[config.mk]
export PLATFORM = sky130hd
export DESIGN_NAME = indexed_byte_list
export DESIGN_NICKNAME = d
export VERILOG_FILES = /design/src/design/ibl_pkg.sv /design/src/design/ibl_cell.sv /design/src/design/indexed_byte_list.sv
export SDC_FILE = /design/constraint.sdc
export NUM_CORES = 1
export LEC_CHECK = 0
export ABC_AREA = 1
export BUFFER_PORTS_ARGS = -buffer_cell sky130_fd_sc_hd__buf_2
export CORE_ASPECT_RATIO = 0.75
export CORE_UTILIZATION = 52
export DETAILED_ROUTE_END_ITERATION = 12
export PLACE_DENSITY = 0.68
export SYNTH_ARGS = -nofsm -noshare
export SYNTH_HDL_FRONTEND = slang
export SYNTH_HIERARCHICAL = 1
export SYNTH_SLANG_ARGS = --single-unit
[constraint.sdc]
create_clock -name clk -period 7 [get_ports clk]
set_input_delay 0.35 -clock clk [delete_from_list [all_inputs] [get_ports clk]]
set_output_delay 0.35 -clock clk [all_outputs]
set_load 0.02 [all_outputs]
[src/design/ibl_pkg.sv]
`timescale 1ns / 1ps
`default_nettype none

package ibl_pkg;

  localparam int CAPACITY = 16;
  localparam int IDX_W    = (CAPACITY > 1) ? $clog2(CAPACITY) : 1;
  localparam int CNT_W    = $clog2(CAPACITY + 1);
  localparam int POS_W    = 5;
  localparam int CMP_W    = (CNT_W > POS_W) ? CNT_W : POS_W;

  // operation codes
  localparam logic [2:0] OP_APPEND   = 3'd0;
  localparam logic [2:0] OP_INSERT   = 3'd1;
  localparam logic [2:0] OP_POP      = 3'd2;
  localparam logic [2:0] OP_REMOVE   = 3'd3;
  localparam logic [2:0] OP_READ     = 3'd4;
  localparam logic [2:0] OP_FIND     = 3'd5;

  // status codes
  localparam logic [2:0] ST_OK       = 3'd0;
  localparam logic [2:0] ST_EMPTY    = 3'd1;
  localparam logic [2:0] ST_RANGE    = 3'd2;
  localparam logic [2:0] ST_NOTFOUND = 3'd3;
  localparam logic [2:0] ST_FULL     = 3'd4;

  // cell commands
  localparam logic [1:0] CMD_HOLD    = 2'd0;
  localparam logic [1:0] CMD_INSERT  = 2'd1;
  localparam logic [1:0] CMD_DELETE  = 2'd2;

  typedef struct packed {
    logic [2:0] operation;
    logic [4:0] position;
    logic [7:0] value;
  } req_t;

  typedef struct packed {
    logic [7:0] data;
    logic [3:0] found_at;
    logic [4:0] length;
    logic [2:0] status;
  } rsp_t;

  // broadcast to every cell each cycle
  typedef struct packed {
    logic [1:0]       kind;
    logic [CMP_W-1:0] target;
    logic [7:0]       value;
    logic [CNT_W-1:0] count;
  } cell_cmd_t;

endpackage

`default_nettype wire

[src/design/ibl_cell.sv]
`timescale 1ns / 1ps
`default_nettype none

module ibl_cell (
  input  wire                    clk,
  input  ibl_pkg::cell_cmd_t     cmd,
  input  wire [ibl_pkg::IDX_W-1:0] idx,
  input  wire [7:0]              left,
  input  wire [7:0]              right,
  output logic [7:0]             entry,
  input  wire [7:0]              data_in,
  output logic [7:0]             data_out,
  input  wire                    hit_in,
  input  wire [ibl_pkg::IDX_W-1:0] at_in,
  output logic                   hit_out,
  output logic [ibl_pkg::IDX_W-1:0] at_out
);
  import ibl_pkg::*;

  logic [CMP_W-1:0] my_pos;
  logic [7:0]       entry_next;
  logic             match;

  assign my_pos = CMP_W'(idx);

  always_comb begin
    entry_next = entry;
    unique case (cmd.kind)
      CMD_INSERT: begin
        if (my_pos == cmd.target) entry_next = cmd.value;
        else if (my_pos > cmd.target) entry_next = left;
      end
      CMD_DELETE: begin
        if (my_pos >= cmd.target) entry_next = right;
      end
      default: entry_next = entry;
    endcase
  end

  always_ff @(posedge clk) begin
    entry <= entry_next;
  end

  // read chain: selected cell ORs its byte in
  assign data_out = data_in | ((my_pos == cmd.target) ? entry : 8'h00);

  // first-match chain, only live entries count
  assign match   = (entry == cmd.value) && (CNT_W'(idx) < cmd.count);
  assign hit_out = hit_in | match;
  assign at_out  = hit_in ? at_in : idx;

endmodule

`default_nettype wire

[src/design/indexed_byte_list.sv]
`timescale 1ns / 1ps
`default_nettype none

// Channel   Dir  Handshake            Payload
// req       in   req_valid/req_stall  ibl_pkg::req_t (operation, position, value)
// rsp       out  rsp_valid/rsp_stall  ibl_pkg::rsp_t (data, found_at, length, status)
//
// One item per cycle unless the input is stalled: a row of CAPACITY cells
// shifts, compares and selects in the accept cycle; the result is registered.
// Read and find travel as chains through the cells, so the row length sets
// the combinational depth.
// Reset clears the entry count and the output valid; cell contents are left
// undefined and are only read below the count.
// A held result stalls the input only while rsp_stall is high.

module indexed_byte_list (
  input  wire            clk,
  input  wire            rst,
  input  wire            req_valid,
  output logic           req_stall,
  input  ibl_pkg::req_t  req,
  output logic           rsp_valid,
  input  wire            rsp_stall,
  output ibl_pkg::rsp_t  rsp
);
  import ibl_pkg::*;

  logic             accept;
  logic [CNT_W-1:0] count;
  logic [CNT_W-1:0] count_next;
  logic [CMP_W-1:0] pos;
  logic [CMP_W-1:0] cnt_ext;
  logic             empty;
  logic             full;
  logic [2:0]       status;
  logic             want_data;
  logic             want_found;
  cell_cmd_t        cmd;
  rsp_t             rsp_next;

  logic [7:0]       entry  [CAPACITY];
  logic [7:0]       data_c [CAPACITY+1];
  logic             hit_c  [CAPACITY+1];
  logic [IDX_W-1:0] at_c   [CAPACITY+1];

  // Output register doubles as the skid stage.
  assign req_stall = rsp_valid && rsp_stall;
  assign accept    = req_valid && !req_stall;

  assign pos     = CMP_W'(req.position);
  assign cnt_ext = CMP_W'(count);
  assign empty   = (count == '0);
  assign full    = (cnt_ext >= CMP_W'(CAPACITY));

  // Decode the item into one cell command plus status.
  always_comb begin
    status       = ST_OK;
    want_data    = 1'b0;
    want_found   = 1'b0;
    count_next   = count;
    cmd.kind     = CMD_HOLD;
    cmd.target   = pos;
    cmd.value    = req.value;
    cmd.count    = count;
    unique case (req.operation)
      OP_APPEND: begin
        cmd.target = cnt_ext;
        if (full) status = ST_FULL;
        else begin
          cmd.kind   = CMD_INSERT;
          count_next = count + 1'b1;
        end
      end
      OP_INSERT: begin
        if (pos > cnt_ext) status = ST_RANGE;
        else if (full) status = ST_FULL;
        else begin
          cmd.kind   = CMD_INSERT;
          count_next = count + 1'b1;
        end
      end
      OP_POP: begin
        cmd.target = cnt_ext - 1'b1;
        if (empty) status = ST_EMPTY;
        else begin
          cmd.kind   = CMD_DELETE;
          want_data  = 1'b1;
          count_next = count - 1'b1;
        end
      end
      OP_REMOVE: begin
        if (empty) status = ST_EMPTY;
        else if (pos >= cnt_ext) status = ST_RANGE;
        else begin
          cmd.kind   = CMD_DELETE;
          want_data  = 1'b1;
          count_next = count - 1'b1;
        end
      end
      OP_READ: begin
        if (empty) status = ST_EMPTY;
        else if (pos >= cnt_ext) status = ST_RANGE;
        else want_data = 1'b1;
      end
      OP_FIND: begin
        // hit or miss is settled at the end of the chain
        if (empty) status = ST_EMPTY;
        else want_found = 1'b1;
      end
      default: status = ST_OK;  // unused codes do nothing
    endcase
    if (!accept) cmd.kind = CMD_HOLD;
  end

  assign data_c[0] = 8'h00;
  assign hit_c[0]  = 1'b0;
  assign at_c[0]   = '0;

  for (genvar i = 0; i < CAPACITY; i++) begin : g_cell
    logic [7:0] left_nb;
    logic [7:0] right_nb;
    if (i == 0) begin : g_first
      assign left_nb = req.value;
    end else begin : g_left
      assign left_nb = entry[i-1];
    end
    if (i == CAPACITY - 1) begin : g_last
      assign right_nb = 8'h00;
    end else begin : g_right
      assign right_nb = entry[i+1];
    end
    ibl_cell u_cell (
      .clk      (clk),
      .cmd      (cmd),
      .idx      (IDX_W'(i)),
      .left     (left_nb),
      .right    (right_nb),
      .entry    (entry[i]),
      .data_in  (data_c[i]),
      .data_out (data_c[i+1]),
      .hit_in   (hit_c[i]),
      .at_in    (at_c[i]),
      .hit_out  (hit_c[i+1]),
      .at_out   (at_c[i+1])
    );
  end

  always_comb begin
    rsp_next.data     = want_data ? data_c[CAPACITY] : 8'h00;
    rsp_next.found_at = (want_found && hit_c[CAPACITY]) ? 4'(at_c[CAPACITY]) : 4'd0;
    rsp_next.length   = 5'(count_next);
    rsp_next.status   = (want_found && !hit_c[CAPACITY]) ? ST_NOTFOUND : status;
  end

  always_ff @(posedge clk) begin
    if (rst) begin
      count     <= '0;
      rsp_valid <= 1'b0;
    end else begin
      if (accept) begin
        count     <= count_next;
        rsp_valid <= 1'b1;
      end else if (!rsp_stall) begin
        rsp_valid <= 1'b0;
      end
    end
  end

  always_ff @(posedge clk) begin
    if (accept) rsp <= rsp_next;
  end

endmodule

`default_nettype wire
==> reports/metrics.yaml <==
outcome: "complete, no violations"
via_count: 16453
hold_class: "input port to flip-flop"
clock_latency_ns: 0.46
cp.arrival_ns: 6.37
ys_warn_count: 6
grt_pass1_wl_um: 76600
clk_pin_slew_ns: 0.07
seq_power_share_pct: 37.3
gp_congestion: 0.9621
worstMarginPinSlew_ns: 1.154
drtIter0Drc: 1691
grt_remaining_overflow: 0
period_minus_slack_ns: 6.098
wl_per_cell_um: 14.85
min_to: "rsp_valid"
cap_violations: 0
multi_input_area_sq_mm: 0.01071
synth_mux_area_share_pct: 0
finClkSkew_ns: 0.01254
fillers: 3034
dieArea_sq_mm: 0.03306
antenna_found_initial: 5
start_util_pct: 53.32
synth_cell_types: 38
min_period_over_period_pct: 87.11
synth-compound-area-share_pct: 14.63
drcViolationCount: 0
ff_latch_area_sq_mm: 0.004564
cts_sinks: 154
synth-simple-area-share_pct: 33.11
critPathKind: "flip-flop to flip-flop"
synthXorXnorAreaFrac_pct: 2.448
clockBufferDepth: 2
intPower_w: 0.001868
hold_buffers: 0
min_path_cells: 2
routed_wirelength_um: 47880
die_h_um: 157.7
swShare_pct: 34.21
hold_viol_final: 0
clkPwrFrac_pct: 33.6
tns_ns: 0
core.rowCount: 56
maxSlewViolCount: 0
core_sq_mm: 0.03153
track_usage_pct: 29.51
required_ns: 7.28
setup_viol: 0
ff2ff_path_depth: 43
dpl.hpwl_um: 37240
synth_seq_area_share_pct: 27.15
htreeDepth: 4
cp_slowest_cell: "dfxtp_1"
crit_fanout: 10
clock.fmax_mhz: 164.0
synthAdderAreaFrac_pct: 8.856
r2r_slack_ns: 0.90
synth_top_family_by_area: "simple AND/OR/NAND/NOR gates"
r2r-start: "cnt_ext[3]"
combinationalPowerShare_pct: 29.1
cts_resized: 0
cpMostUsedCell: "nand2_1"
cts_buffers: 17
rr_endpoint: "rsp[2]"
static-leakage-power_nw: 9.754
cp-start-kind: "flip-flop"
fin_nets: 2945
max_slew_margin_pct: 23.05
max-vdd-ir-drop_uv: 151.1
min_from: "rst"
cpPeakStageDelay_ns: 0.34
root_buffer: "clkbuf_16"
power_w: 0.002840
ant_nets: 0
net-switching-power_w: 0.0009714
viasPerCell: 5.102
ys_seq_elements: 154
post_cts_buffers: 0
layout-drive-gt1-share_pct: 8.943
cts_tree: "done"
drtPass1Iterations: 7
critPathLaunch: "cnt_ext[3]"
syn2layout_area_growth_pct: 10.28
syn_area_sq_mm: 0.01681
pwr_density_cell_mw_per_mm2: 153.2
netlist_instances: 2575
pin_count: 42
grt_setup_unrepaired: "no"
dieWidth_um: 209.6
synth_area_per_cell_sq_um: 6.529
grt_max_degree: 48
grt_pass1_vias: 14877
end_kind: "flip-flop"
io_buffers: 41
## layout make-up
cell class | count | share of cell area (%)
Antenna cell | 1 | 0.01350
Clock buffer | 19 | 2.335
Clock inverter | 12 | 0.7693
Inverter | 483 | 9.778
Multi-Input combinational cell | 2087 | 57.75
Sequential cell | 154 | 24.62
Tap cell | 406 | 2.740
Timing Repair Buffer | 63 | 1.997
## power by group through the flow
stage | logic (W) | registers, W | clock network, W
2_1_floorplan | 0.000607 | 0.00109 | 0
3_3_place_gp | 0.000784 | 0.00108 | 0
3_5_place_dp | 0.000809 | 0.00108 | 0
4_1_cts | 0.000813 | 0.00106 | 0.000968
5_1_grt | 0.000941 | 0.00106 | 0.000996
6_report | 0.000827 | 0.00106 | 0.000953
## state kept, by name, indices dropped and copies added, names as in the netlist
signal	flops
rsp_valid	1
cnt_ext	5
g_cell.u_cell/entry	128
rsp	20
## how the worst max path moves through the flow
| stage | end | slack, ns | depth (start not counted) |
|---|---|---|---|
| 2_1_floorplan | rsp[16] | 1.32 | 29 |
| 3_3_place_gp | rsp[2] | 1.44 | 43 |
| 3_5_place_dp | rsp[2] | 1.03 | 43 |
| 4_1_cts | rsp[2] | 1.0 | 43 |
| 6_report | rsp[2] | 0.90 | 43 |
| 5_1_grt | rsp[2] | 0.10 | 43 |
## cell usage after synthesis
master / number / area (sq um)
a211oi_1: 1 / 7.510
a21o_2: 52 / 455.4
a21oi_1: 59 / 295.3
a22oi_1: 2 / 15.01
a31oi_1: 117 / 732.0
a31oi_2: 12 / 150.1
buf_2: 4 / 20.02
buf_4: 13 / 97.59
buf_6: 34 / 382.9
clkinv_1: 1 / 3.750
conb_1: 2 / 7.510
dfxtp_1: 6 / 120.1
edfxtp_1: 148 / 4444
ha_1: 119 / 1489
inv_1: 456 / 1712
inv_2: 26 / 97.59
nand2_1: 924 / 3468
nand2_2: 16 / 100.1
nand2_4: 5 / 56.30
nand3_1: 44 / 220.2
nand3_2: 19 / 190.2
nand3_4: 1 / 17.52
nand3b_1: 1 / 7.510
nand3b_4: 1 / 20.02
nand4_1: 6 / 37.54
nand4_2: 1 / 12.51
nor2_1: 307 / 1152
nor2_2: 7 / 43.79
nor2_4: 18 / 202.7
nor3_1: 6 / 30.03
nor3b_1: 1 / 7.510
o21a_1: 2 / 15.01
o21ai_0: 36 / 180.2
o21ai_1: 1 / 5.000
o21bai_1: 77 / 578.1
o221ai_1: 3 / 26.28
xnor2_1: 46 / 402.9
xor2_1: 1 / 8.760
## cell families after synthesis
group	after synthesis
other cells	2
fa+ha+maj	119
simple gates	1357
compound gates	362
buf+inv	534
xor+xnor	47
flops	154
## cell usage in the layout (no fill, tap or decap), drive strengths merged
master	synthesis	routed
bufinv	0	2
nand2	945	945
dfxtp	6	6
o21ai	37	37
edfxtp	148	148
a22oi	2	2
a31oi	129	129
nand3	64	64
o21a	2	2
xnor2	46	46
ha	119	119
nor3	6	6
xor2	1	1
nor2	332	332
nor3b	1	1
a21o	52	52
o221ai	3	3
nand4	7	7
clkinv	1	7
a21oi	59	59
diode	0	1
o21bai	77	77
conb	2	202
a211oi	1	1
inv	482	485
buf	51	63
clkbuf	0	19
nand3b	2	2
clkinvlp	0	1
## routing by layer
| layer | up-vias | track usage [%] | wire length (um) |
|---|---|---|---|
| li1 | 8342 | - | - |
| met3 | 32 | 5.158 | 4127 |
| met1 | 7484 | 44.99 | 23990 |
| met5 | - | 0 | 0 |
| met2 | 595 | 42.97 | 19250 |
| met4 | 0 | 6.117 | 510 |
## worst max-delay path, delay by kind of cell, from the launching register on
family	cells	cell delay [ns]
fa+ha+maj	1	0.28
buf+inv	18	1.92
simple gates	23	3.14
compound gates	1	0.24
flops	1	0.34
## through the flow
stage                     instances  hold WS (ns)  instance area [sq um]  setup WS, ns  utilization [%]
after floorplan                2775        0.4191                  17560         1.317                -
after global placement         3193        0.4682                  17960         1.435            56.97
after detailed placement       3193        0.4747                  17960         1.032            56.97
after CTS                      3224        0.1363                  18540        0.9963            58.80
after global routing           3225        0.1784                  18540        0.1010            58.81
final                          3225        0.1592                  18540        0.9020            58.81
Power figures use the tool's default switching activity.
